`src/design/gds_pkg.sv`:
```
// Package for the Gregorian date stepper.
// Holds command codes, calendar constants, the stage record and the month length function.
// No dependencies.
package gds_pkg;

  typedef enum logic [1:0] {
    CMD_CHECK = 2'd0,
    CMD_NEXT  = 2'd1,
    CMD_PREV  = 2'd2
  } cmd_e;

  localparam logic [3:0]  MONTH_JAN = 4'd1;
  localparam logic [3:0]  MONTH_FEB = 4'd2;
  localparam logic [3:0]  MONTH_DEC = 4'd12;
  localparam logic [4:0]  DAY_FIRST = 5'd1;
  localparam logic [4:0]  DAY_LONG  = 5'd31;
  localparam logic [4:0]  DAY_SHORT = 5'd30;
  localparam logic [4:0]  DAY_FEB_L = 5'd29;
  localparam logic [4:0]  DAY_FEB_N = 5'd28;
  localparam logic [15:0] YEAR_MIN  = 16'd1;
  localparam logic [15:0] YEAR_MAX  = 16'hFFFF;

  // Reciprocal of 25 scaled by 2^22, rounded up; exact quotient for 16-bit years.
  localparam int unsigned RECIP_SHIFT = 22;
  localparam logic [17:0] RECIP_25    = 18'd167773;
  localparam int unsigned QUOT_W      = 12;
  localparam logic [4:0]  DIV_25      = 5'd25;

  typedef struct packed {
    logic [1:0]  cmd;
    logic [3:0]  month;
    logic [4:0]  day;
    logic [15:0] year;
    logic [4:0]  len;
    logic [4:0]  prev_len;
    logic        ok;
  } date_rec_t;

  function automatic logic [4:0] month_len(input logic [3:0] m, input logic leap);
    logic [4:0] len;
    len = 5'd0;
    if (m inside {4'd1, 4'd3, 4'd5, 4'd7, 4'd8, 4'd10, 4'd12}) begin
      len = DAY_LONG;
    end else if (m inside {4'd4, 4'd6, 4'd9, 4'd11}) begin
      len = DAY_SHORT;
    end else if (m == MONTH_FEB) begin
      len = leap ? DAY_FEB_L : DAY_FEB_N;
    end
    return len;
  endfunction

endpackage

```
`src/design/gregorian_date_step.sv`:
```
// Top level of the Gregorian date stepper: three-stage pipeline.
// Depends on gds_pkg and gds_step.
//
//  channel  | valid        | stall        | payload
//  ---------+--------------+--------------+----------------------------------------
//  in       | in_valid_i   | in_stall_o   | command_i, month_i, day_i, year_i
//  out      | out_valid_o  | out_stall_i  | out_month_o, out_day_o, out_year_o,
//           |              |              | date_valid_o
//
// One item per cycle unless in_stall_o is high; a result passes the stage 1 and stage 2
// registers and then shows from the output register, where it can be taken.
// Stage 1 forms year/25 by a reciprocal multiply, stage 2 finds the leap year and
// month lengths, stage 3 steps the date into the output register.
// Reset clears the stage valid bits only.
// A stall on the output holds a full stage only when every stage after it is full; other stages still move and fill.
module gregorian_date_step (
  input  logic        clk_i,
  input  logic        rst_ni,
  input  logic        in_valid_i,
  output logic        in_stall_o,
  input  logic [1:0]  command_i,
  input  logic [3:0]  month_i,
  input  logic [4:0]  day_i,
  input  logic [15:0] year_i,
  output logic        out_valid_o,
  input  logic        out_stall_i,
  output logic [3:0]  out_month_o,
  output logic [4:0]  out_day_o,
  output logic [15:0] out_year_o,
  output logic        date_valid_o
);
  import gds_pkg::*;

  logic en1, en2, en3;
  logic v1_q, v2_q, v3_q;

  logic [1:0]        cmd1_q;
  logic [3:0]        m1_q;
  logic [4:0]        d1_q;
  logic [15:0]       y1_q;
  logic [QUOT_W-1:0] q1_q;
  logic [33:0]       prod;

  date_rec_t rec2_d, rec2_q;
  logic [16:0] q_times_25;
  logic        div25, div100, div400, leap;

  logic [3:0]  m3_d, m3_q;
  logic [4:0]  d3_d, d3_q;
  logic [15:0] y3_d, y3_q;
  logic        ok3_d, ok3_q;

  assign en3        = !v3_q || !out_stall_i;
  assign en2        = !v2_q || en3;
  assign en1        = !v1_q || en2;
  assign in_stall_o = !en1;

  always_ff @(posedge clk_i or negedge rst_ni) begin
    if (!rst_ni) begin
      v1_q <= 1'b0;
      v2_q <= 1'b0;
      v3_q <= 1'b0;
    end else begin
      if (en1) v1_q <= in_valid_i;
      if (en2) v2_q <= v1_q;
      if (en3) v3_q <= v2_q;
    end
  end

  assign prod = 34'(year_i) * 34'(RECIP_25);

  always_ff @(posedge clk_i) begin
    if (en1 && in_valid_i) begin
      cmd1_q <= command_i;
      m1_q   <= month_i;
      d1_q   <= day_i;
      y1_q   <= year_i;
      q1_q   <= prod[RECIP_SHIFT +: QUOT_W];
    end
  end

  assign q_times_25 = 17'(q1_q) * 17'(DIV_25);
  assign div25      = (q_times_25 == {1'b0, y1_q});
  assign div100     = div25 && (y1_q[1:0] == 2'b00);
  assign div400     = div25 && (y1_q[3:0] == 4'b0000);
  assign leap       = div400 || ((y1_q[1:0] == 2'b00) && !div100);

  always_comb begin
    rec2_d.cmd      = cmd1_q;
    rec2_d.month    = m1_q;
    rec2_d.day      = d1_q;
    rec2_d.year     = y1_q;
    rec2_d.len      = month_len(m1_q, leap);
    rec2_d.prev_len = month_len(m1_q - 4'd1, leap);
    rec2_d.ok       = (y1_q != 16'd0) && (rec2_d.len != 5'd0) &&
                      (d1_q != 5'd0) && (d1_q <= rec2_d.len);
  end

  always_ff @(posedge clk_i) begin
    if (en2 && v1_q) begin
      rec2_q <= rec2_d;
    end
  end

  gds_step u_step (
    .rec_i   (rec2_q),
    .month_o (m3_d),
    .day_o   (d3_d),
    .year_o  (y3_d),
    .valid_o (ok3_d)
  );

  always_ff @(posedge clk_i) begin
    if (en3 && v2_q) begin
      m3_q  <= m3_d;
      d3_q  <= d3_d;
      y3_q  <= y3_d;
      ok3_q <= ok3_d;
    end
  end

  assign out_valid_o  = v3_q;
  assign out_month_o  = m3_q;
  assign out_day_o    = d3_q;
  assign out_year_o   = y3_q;
  assign date_valid_o = ok3_q;

endmodule

```
`src/design/gds_step.sv`:
```
// Day step logic for the Gregorian date stepper.
// Applies check, next day or previous day to a classified date record.
// Depends on gds_pkg.
module gds_step (
  input  gds_pkg::date_rec_t rec_i,
  output logic [3:0]         month_o,
  output logic [4:0]         day_o,
  output logic [15:0]        year_o,
  output logic               valid_o
);
  import gds_pkg::*;

  logic [3:0]  nm;
  logic [4:0]  nd;
  logic [15:0] ny;
  logic        ok;

  always_comb begin
    nm = rec_i.month;
    nd = rec_i.day;
    ny = rec_i.year;
    ok = rec_i.ok;
    case (rec_i.cmd)
      CMD_NEXT: begin
        if (rec_i.day < rec_i.len) begin
          nd = rec_i.day + DAY_FIRST;
        end else if (rec_i.month < MONTH_DEC) begin
          nd = DAY_FIRST;
          nm = rec_i.month + 4'd1;
        end else if (rec_i.year != YEAR_MAX) begin
          nd = DAY_FIRST;
          nm = MONTH_JAN;
          ny = rec_i.year + 16'd1;
        end else begin
          ok = 1'b0;
        end
      end
      CMD_PREV: begin
        if (rec_i.day > DAY_FIRST) begin
          nd = rec_i.day - DAY_FIRST;
        end else if (rec_i.month > MONTH_JAN) begin
          nm = rec_i.month - 4'd1;
          nd = rec_i.prev_len;
        end else if (rec_i.year > YEAR_MIN) begin
          nm = MONTH_DEC;
          nd = DAY_LONG;
          ny = rec_i.year - 16'd1;
        end else begin
          ok = 1'b0;
        end
      end
      default: begin
      end
    endcase
    if (!ok) begin
      nm = rec_i.month;
      nd = rec_i.day;
      ny = rec_i.year;
    end
  end

  assign month_o = nm;
  assign day_o   = nd;
  assign year_o  = ny;
  assign valid_o = ok;

endmodule

```
`config.mk`:
```
export PLATFORM = sky130hd
export DESIGN_NAME = gregorian_date_step
export DESIGN_NICKNAME = d
export VERILOG_FILES = /design/src/design/gds_pkg.sv /design/src/design/gregorian_date_step.sv /design/src/design/gds_step.sv
export SDC_FILE = /design/constraint.sdc
export NUM_CORES = 1
export LEC_CHECK = 0
export BUFFER_PORTS_ARGS = -buffer_cell sky130_fd_sc_hd__clkbuf_2
export CAP_MARGIN = 20
export CORE_AREA = 2 2 159 146
export CTS_BUF_LIST = sky130_fd_sc_hd__clkbuf_8 sky130_fd_sc_hd__clkbuf_16
export CTS_CLUSTER_DIAMETER = 60
export DETAILED_ROUTE_END_ITERATION = 8
export DIE_AREA = 0 0 161 148
export GPL_ROUTABILITY_DRIVEN = 0
export PLACE_DENSITY = 0.71
export SETUP_SLACK_MARGIN = 0.4
export SYNTH_ARGS = -nofsm -noshare
export SYNTH_HDL_FRONTEND = slang
export SYNTH_SLANG_ARGS = --single-unit
```
`constraint.sdc`:
```
create_clock -name clk_i -period 5.79 [get_ports clk_i]
set_clock_uncertainty 0.05 [all_clocks]
set_input_delay 0.2895 -clock clk_i [delete_from_list [all_inputs] [get_ports clk_i]]
set_output_delay 0.2895 -clock clk_i [all_outputs]
set_load 0.02 [all_outputs]
```
# After elaboration in Yosys (flattened, before gate mapping)
# Index checks and enable logic that the tools add are counted.
# word_totals
register_bits	106
latch_bits	0
ram_bits	0
rom_bits	0
in_bits	31
word_cells	129
memories	0
# op_classes
n_addsub	7
multipliers	2
div_mod_pow	0
n_lt_le_gt_ge	6
eq_ne	28
shifts	0
mux	37
bitwise_logic	0
reduce_logical	29
# ops
op	count
16-bit 2-to-1 mux	7
5-bit 2-to-1 mux	11
4-bit == test (second input constant)	10
16-bit by 18-bit multiplier with 34-bit output (second input constant)	1
4-bit by 3-bit == test with 1-bit output (second input constant)	8
16-bit case mux with 2 select lines	1
4-bit 2-to-1 mux	7
17-bit by 16-bit == test with 1-bit output	1
12-bit by 5-bit multiplier with 17-bit output (second input constant)	1
16-bit by 1-bit adder with 16-bit output (second input constant)	1
4-bit by 2-bit == test with 1-bit output (second input constant)	4
16-bit by 1-bit greater-than comparator with 1-bit output (second input constant)	1
16-bit inequality test (second input constant)	1
16-bit nonzero test	1
16-bit by 1-bit subtractor with 16-bit output (second input constant)	1
7-bit nonzero test	2
5-bit case mux with 2 select lines	1
5-bit nonzero test	2
1-bit logical AND	9
4-bit by 1-bit == test with 1-bit output (second input constant)	2
1-bit 2-to-1 mux	8
4-bit case mux with 2 select lines	1
4-bit nonzero test	2
4-bit by 1-bit subtractor with 4-bit output (second input constant)	2
16 further kinds	24

# Logic depth before layout (Yosys ltp)
# Gate-level depths: netlist of run 1.
# logic_depth
ltp_word	14
ltp_mapped	22
ltp_nobuf	21

# Hierarchy
# Synthesis of run 1 repeated with hierarchy kept, for this count alone.
# unflattened
cells_unflattened	1136
area_unflattened_um2	11972.7
# by_module_without_submodules
module	instances	cells_per_inst	area_each_um2	seq_area_each_um2
gregorian_date_step	1	799	9691.8	3047.9
gds_step	1	337	2280.9	0.0

# Worst setup path before layout of run 1
# No wires, ideal clock.
# synth_path
kind	input-to-reg
startpoint	input year_i[10]
endpoint	register q1_q[10], data pin
setup_time_ns	0.261
arrival_time_ns	5.281
required_time_ns	5.479
setup_slack_ns	0.198
cell_stages	17
cell_sequence	fa_1 -> inv_1 -> fa_1 -> inv_1 -> fa_1 -> fa_1 -> fa_1 -> inv_1 -> fa_1 -> inv_1 -> ha_1 -> nand3_1 -> or2_2 -> a311oi_1 -> nor2_1 -> o211a_1 -> a311o_1
# synth_between
elab_chain_cells	1
# synth_rtl
item	line_no	text
start: declaration	gregorian_date_step.sv:24	input logic [15:0] year_i,
16-bit by 18-bit multiplier with 34-bit output	gregorian_date_step.sv:70	assign prod = 34'(year_i) * 34'(RECIP_25);
net prod[32]	gregorian_date_step.sv:42	logic [33:0] prod;
end signal: assignment	gregorian_date_step.sv:78	q1_q <= prod[RECIP_SHIFT +: QUOT_W];
end: declaration	gregorian_date_step.sv:41	logic [QUOT_W-1:0] q1_q;
# The timed path passes the listed nets, and every way through them passes these cells.
# A chain may end at the register's enable or synchronous reset.

# Final worst setup path of run 1
# layout_path
startpoint	input year_i[7]
endpoint	register q1_q[10], data pin
# The elaborated chain is that of the path after synthesis.

==> results of run 1 <==
==> metal layers <==
layer	up-vias	wire length [um]	track usage (%)
met2	324	12700	38.5
li1	4193	-	-
met4	0	436	5.71
met1	4252	12300	33.9
met5	-	0	0
met3	37	1630	3.51
==> worst max-delay path by stage <==
stage          startpoint                  to  slack [ps]  depth (start not counted)
2_1_floorplan  year_i[12]  q1_q[10]$_DFFE_PP_         430                         17
3_3_place_gp    year_i[1]  q1_q[10]$_DFFE_PP_         100                         18
3_5_place_dp   year_i[10]  q1_q[10]$_DFFE_PP_         -20                         17
4_1_cts        year_i[12]  q1_q[10]$_DFFE_PP_         430                         18
5_1_grt         year_i[5]   q1_q[6]$_DFFE_PP_         340                         20
6_report        year_i[7]  q1_q[10]$_DFFE_PP_         520                         17
==> kinds of logic after synthesis <==
group | after synthesis | share of synthesized area [%]
simple gates | 239 | 11.2
fa+ha+maj | 304 | 39.1
compound gates | 233 | 14.3
xor+xnor | 27 | 2.00
mux | 5 | 0.445
flops | 102 | 25.8
buf+inv | 214 | 7.23
==> power groups by stage <==
stage | logic [mW] | clock network (mW) | registers, mW
3_3_place_gp | 5.33 | 0 | 1.13
6_report | 5.89 | 0.707 | 1.12
3_5_place_dp | 5.43 | 0 | 1.13
2_1_floorplan | 4.22 | 0 | 1.12
5_1_grt | 6.66 | 0.743 | 1.13
4_1_cts | 5.55 | 0.715 | 1.11
==> cells in the mapped netlist (3+ instances only) <==
| cell | instances |
|---|---|
| mux2i_1 | 3 |
| o221ai_1 | 4 |
| edfxtp_1 | 99 |
| xor2_1 | 14 |
| o21ai_0 | 31 |
| a22o_1 | 5 |
| nor4_1 | 14 |
| a21oi_1 | 47 |
| a31oi_1 | 17 |
| a2111oi_0 | 3 |
| o31ai_1 | 8 |
| o211ai_1 | 4 |
| nand3_1 | 32 |
| o22a_1 | 3 |
| o31a_1 | 3 |
| nand4_1 | 12 |
| o21ai_1 | 8 |
| inv_1 | 186 |
| ha_1 | 196 |
| and3_1 | 9 |
| dfrtp_1 | 3 |
| a21o_1 | 15 |
| or4_1 | 3 |
| o2bb2ai_1 | 7 |
| a22oi_1 | 9 |
| o21a_1 | 6 |
| o22ai_1 | 8 |
| buf_6 | 5 |
| nor3_1 | 21 |
| a41oi_1 | 6 |
| buf_2 | 8 |
| a311oi_1 | 3 |
| nand2b_1 | 12 |
| and2_1 | 6 |
| a211oi_1 | 5 |
| fa_1 | 108 |
| xnor2_1 | 13 |
| o32a_1 | 6 |
| nor2_1 | 47 |
| or3_1 | 5 |
| nand2_1 | 44 |
| or2_2 | 4 |
| clkbuf_1 | 13 |
| nor2b_1 | 6 |
==> final cells by class <==
| cell class | count | area share, % |
|---|---|---|
| multi-input cells | 808 | 61.5 |
| clock inverters | 7 | 0.905 |
| repair buffers | 98 | 4.55 |
| flip-flops and latches | 102 | 23.2 |
| inverters | 186 | 5.32 |
| well taps | 297 | 2.83 |
| clock buffers | 9 | 1.71 |
==> sequential cells by signal, indices dropped and copies added, names as in the netlist <==
register,count
cmd1_q,2
d1_q,5
date_valid_o,1
m1_q,4
out_day_o,5
out_month_o,4
out_valid_o,1
out_year_o,16
q1_q,12
rec2_q,34
v1_q,1
v2_q,1
y1_q,16
==> per-stage QoR <==
stage	TNS [ps]	std cells
after CTS	0	1504
after global placement	0	1484
after floorplan	0	1124
after global routing	0	1507
final	0	1507
after detailed placement	-37.4	1484
==> critical path: cells and delay by family <==
family | cells | cell delay (ps)
compound gates | 5 | 1020
buf+inv | 4 | 460
fa+ha+maj | 7 | 3340
simple gates | 1 | 220
==> timing repair <==
item,in CTS,in global routing
resized for setup,3,29
buffers inserted,3,3
pin swaps,1,18
endpoints found under the hold margin,3,0
setup endpoints to repair,3,9
hold buffers,1,0
==> out/results.txt, run 1 <==
Status = completed
PnR worst setup slack = 519 ps
Vias in the first global route = 8718
Most common cell after layout, fill and taps aside = ha_1
Crit-path max cell delay = 640 ps
Cells on worst reg2reg path = 19
Count of different cell masters after synthesis = 90
Overall routed net length = 27000 um
Detailed-placement wirelength estimate = 22000 um
Number of antenna violations at the first check in global routing = 0
Crit-path most repeated cell = fa_1
Cell Area, Placed = 12600 um2
CP Cell Sequence = clkbuf_2 > fa_2 > inv_1 > fa_1 > fa_1 > fa_1 > inv_1 > fa_1 > fa_1 > ha_4 > a21o_1 > a21oi_1 > a31oi_2 > nor2_4 > buf_4 > o21ai_2 > a311o_1
CTS tree = done
Pin count of the biggest net entering global routing = 40
Fmax = 0.190 GHz
CP arrival = 5330 ps
Setup crit start kind = input port
Cell Pwr Density = 587 nW/um2
Crit path kind = in2reg
Die height = 148 um
TritonCTS Buffers = 9
Final hold violations = 0
Setup WS pre-CTS = -19.9 ps
Hold_ws = 54.4 ps
Aggregate global routing overflow = 0
Final cell area excluding filler cells = 13100 um2
Unrepaired setup endpoints after global routing = true
Leak Pwr = 5.98 nW
Cells after synthesis = 1124
Crit-path max FO = 7
Share of Yosys cell area claimed by the top area cell type = 25.2%
First-pass GRT wire length = 45000 um
Antenna Cells = 0
Wirelength per Cell = 17.9 um
Sw Pwr = 3.66 mW
Peak VDD IR = 0.449 mV
Seq/Total Area, Yosys = 25.8%
Initial core utilization = 53.4%
Max-slew violations = 0
Max Cap Viol = 0
Flops & latches, synth = 102
Fin util = 59.4%
Sw frac = 47.5%
Main area contributors after synthesis = edfxtp_1 (25%), ha_1 (21%), fa_1 (18%), inv_1 (5.9%), a21oi_1 (2.0%)
GRT Util Overall = 23.7%
Synth warnings = 0
Clk buf depth = 2
Tmin final = 5270 ps
Critical R2R Launch = q1_q[5]$_DFFE_PP_
Htree depth = 3
Most frequent cells in the layout = ha_1 (187), inv_1 (185), fa_1 (107)
Residual DRC count = 0
Synth area leader = edfxtp_1
Combinational share of power = 76.4%
Routed vias/inst = 5.84
Nets = 1540
DRT Pass-1 Iters = 6
Fraction of layout instances using a drive strength above 1 = 14.0%
Crit path capture type = flip-flop
FF+latch area = 3050 um2
Area of the mapped netlist = 11800 um2
CP max stage cell = fa_2
Hold Path Sink = m1_q[1]$_DFFE_PP_
Number of flops mapped to enable cells by yosys = 99
Top_reg_cell synth = edfxtp_1
Worst-Skew Late Latency = 350 ps
Vias = 8806
Drt first-iter violations = 638
Hold depth = 1
Total I/O pin count = 59
Synth Net Count = 1459
Slew HR = 29.6%
Setup violations, final = 0
Fillers = 1862
R2R setup slack = 860 ps
Design Power = 7.71 mW
Clock sink total = 102
Core area = 22100 um2
Synth-to-Final Area Change = 11.2%
Multi-input logic area = 8070 um2
Period utilization = 91.0%
Post-DRT Antenna Nets = 0
Hold crit path type = in2reg
Port Buffers = 58
Flop pwr share = 14.5%
Clock Pin Slew Worst Setup and Hold Paths = 70 ps
Hold wc startpoint = month_i[1]
Die ar. = 23800 um2
CTS root buf = clkbuf_16
Die width = 161 um
Slew @ Worst Pin = 1050 ps
Critical R2R Capture = rec2_q[0]$_DFFE_PP_
Synth async-reset ratio = 2.94%
Rows = 52
Synth Area per Inst = 10.5 um2
Cell Int Power = 4.05 mW
Clock network power share = 9.2%
WP data required = 5840 ps
Note: power is estimated with default switching activity, not from simulation.
==> inputs of run 2 (changes only) <==
- ABC_AREA: unset -> 1
- CORE_AREA: 2 2 159 146 -> 2 2 163 149
- DIE_AREA: 0 0 161 148 -> 0 0 165 151
==> out/results.txt, run 2 <==
Status = completed
Vias in the first global route = 9244
Clock Pin Slew Worst Setup and Hold Paths = 70 ps
Synth Net Count = 1738
Cells after synthesis = 1403
CP arrival = 5130 ps
Area of the mapped netlist = 12300 um2
Clk buf depth = 2
Most common cell after layout, fill and taps aside = inv_1
Die height = 151 um
Met2 capacity usage during global routing = 40.2%
Count of different cell masters after synthesis = 54
Most frequent cells in the layout = inv_1 (273), nand2_1 (253), ha_1 (196)
Setup crit start kind = input port
Initial core utilization = 53.2%
Crit-path max FO = 6
Max-slew violations = 0
Crit path capture type = flip-flop
Port Buffers = 58
PnR worst setup slack = 705 ps
Met3 Use GR = 3.15%
Tmin final = 5080 ps
Synth async-reset ratio = 2.94%
Setup WS pre-CTS = 327 ps
Seq/Total Area, Yosys = 24.7%
Die width = 165 um
Synth warnings = 0
Synth area leader = edfxtp_1
Clock sink total = 102
Detailed-placement wirelength estimate = 23300 um
Number of antenna violations at the first check in global routing = 0
Synth-to-Final Area Change = 7.69%
Max Cap Viol = 0
Post-DRT Antenna Nets = 0
Main area contributors after synthesis = edfxtp_1 (24%), ha_1 (20%), fa_1 (18%), inv_1 (8.3%), nand2_1 (7.7%)
Met1 GRT Util = 31.6%
Aggregate global routing overflow = 0
Cell Area, Placed = 13000 um2
Hold crit path type = in2reg
Total I/O pin count = 59
Fmax = 0.197 GHz
CTS tree = done
Die ar. = 24900 um2
First-pass GRT wire length = 45700 um
Wirelength per Cell = 15.7 um
Slew @ Worst Pin = 1020 ps
Final hold violations = 0
Top reg by flops = rec2_q
GRT busiest layer = met2
Vias = 9511
Rows = 53
Residual DRC count = 0
Synth cell count leaders = inv_1 (273), nand2_1 (253), ha_1 (196)
Synth Area per Inst = 8.78 um2
GRT Util Overall = 23.5%
Final cell area excluding filler cells = 13300 um2
Share of Yosys cell area claimed by the top area cell type = 24.1%
Htree depth = 3
Slew HR = 31.9%
Max reg flops = 34
Core area = 23100 um2
Setup TNS = 0 ps
Routed vias/inst = 5.36
Nets = 1804
Unrepaired setup endpoints after global routing = false
CTS root buf = clkbuf_16
WP data required = 5840 ps
DRT Pass-1 Iters = 5
Antenna Cells = 0
Hold wc startpoint = command_i[1]
Number of flops mapped to enable cells by yosys = 99
Crit. Startpoint = year_i[12]
Worst-Skew Late Latency = 350 ps
Critical R2R Launch = q1_q[3]$_DFFE_PP_
TritonCTS Buffers = 9
Pin count of the biggest net entering global routing = 40
Flops & latches, synth = 102
Most common cell in the synthesized netlist = inv_1
Top_reg_cell synth = edfxtp_1
Crit path kind = in2reg
Period utilization = 87.8%
Fraction of layout instances using a drive strength above 1 = 8.41%
Overall routed net length = 28000 um
Setup violations, final = 0
Drt first-iter violations = 519
-- run 2: cell types whose count changed after synthesis, sizes merged, moves of 9 or more --
cell / change
a21oi: +14
a31oi: -13
and3: -9
clkbuf: -9
inv: +95
nand2: +213
nand2b: -12
nand3: +50
nand4: +11
nor2: +49
nor4: -9
o21ai: +20
-- run 2: worst paths after layout --
kind	to	slack [ps]	cells after the start
max	q1_q[5]$_DFFE_PP_	710	16
min	cmd1_q[1]$_DFFE_PP_	60	1
max reg2reg	rec2_q[0]$_DFFE_PP_	1460	19
min reg2reg	rec2_q[37]$_DFFE_PP_	370	0
max in group asynchronous	v2_q$_DFFE_PN0P_	5370	2
min in group asynchronous	out_valid_o$_DFFE_PN0P_	220	2
-- run 2: routing by layer --
| layer | share of wire, % | routed length, um |
|---|---|---|
| met1 | 45 | 12500 |
| met5 | 0 | 0 |
| met4 | 2.1 | 578 |
| met3 | 5.1 | 1420 |
| met2 | 48 | 13400 |
-- run 2: area by class of cell --
class,count,area (um2)
Fill cell,2025,9880
Inverter,281,1060
Timing Repair Buffer,67,360
Tap cell,302,378
Clock buffer,9,225
Clock inverter,7,56.3
Sequential cell,102,3050
Multi-Input combinational cell,1008,8140
-- run 2: logic make-up (layout without fill, tap and decap cells) --
logic type,count (synthesis),after routing,share of synthesized area (%)
AO/OA/AOI/OAI,166,166,7.81
XOR/XNOR,27,27,1.92
adder cells (fa/ha/maj),304,304,37.5
buffers and inverters,293,364,9.27
flip-flops,102,102,24.7
AND/OR/NAND/NOR,511,511,18.8
-- run 2: worst max-delay path, stage by stage --
cell and delay, ps:
clkbuf_2 160, ha_1 470, inv_1 100, fa_1 510, fa_1 520, fa_1 540, inv_1 60, fa_1 500
fa_1 530, ha_1 360, a21oi_1 240, o21ai_0 140, o21bai_1 180, a211oi_1 200, o21ai_0 140, xor2_1 170
-- run 2: stage by stage --
step / util [%] / hold WS [ps] / cells
3_3_place_gp: 56.1 / 38.0 / 1759
5_1_grt: 57.3 / 46.0 / 1776
6_report: 57.3 / 59.7 / 1776
3_5_place_dp: 56.1 / 37.8 / 1759
4_1_cts: 57.3 / 47.4 / 1776
2_1_floorplan: - / -56.1 / 1403
-- run 2: timing repair --
| item | CTS | global route |
|---|---|---|
| setup buffers | 0 | 0 |
| endpoints found under the setup margin | 0 | 1 |
| resized for setup | 0 | 1 |
| hold buffers | 1 | 0 |
| endpoints found under the hold margin | 3 | 0 |
Power of run 2 is not shown: default switching activity piles up to over one toggle a cycle in this logic, so the estimate is an artifact.
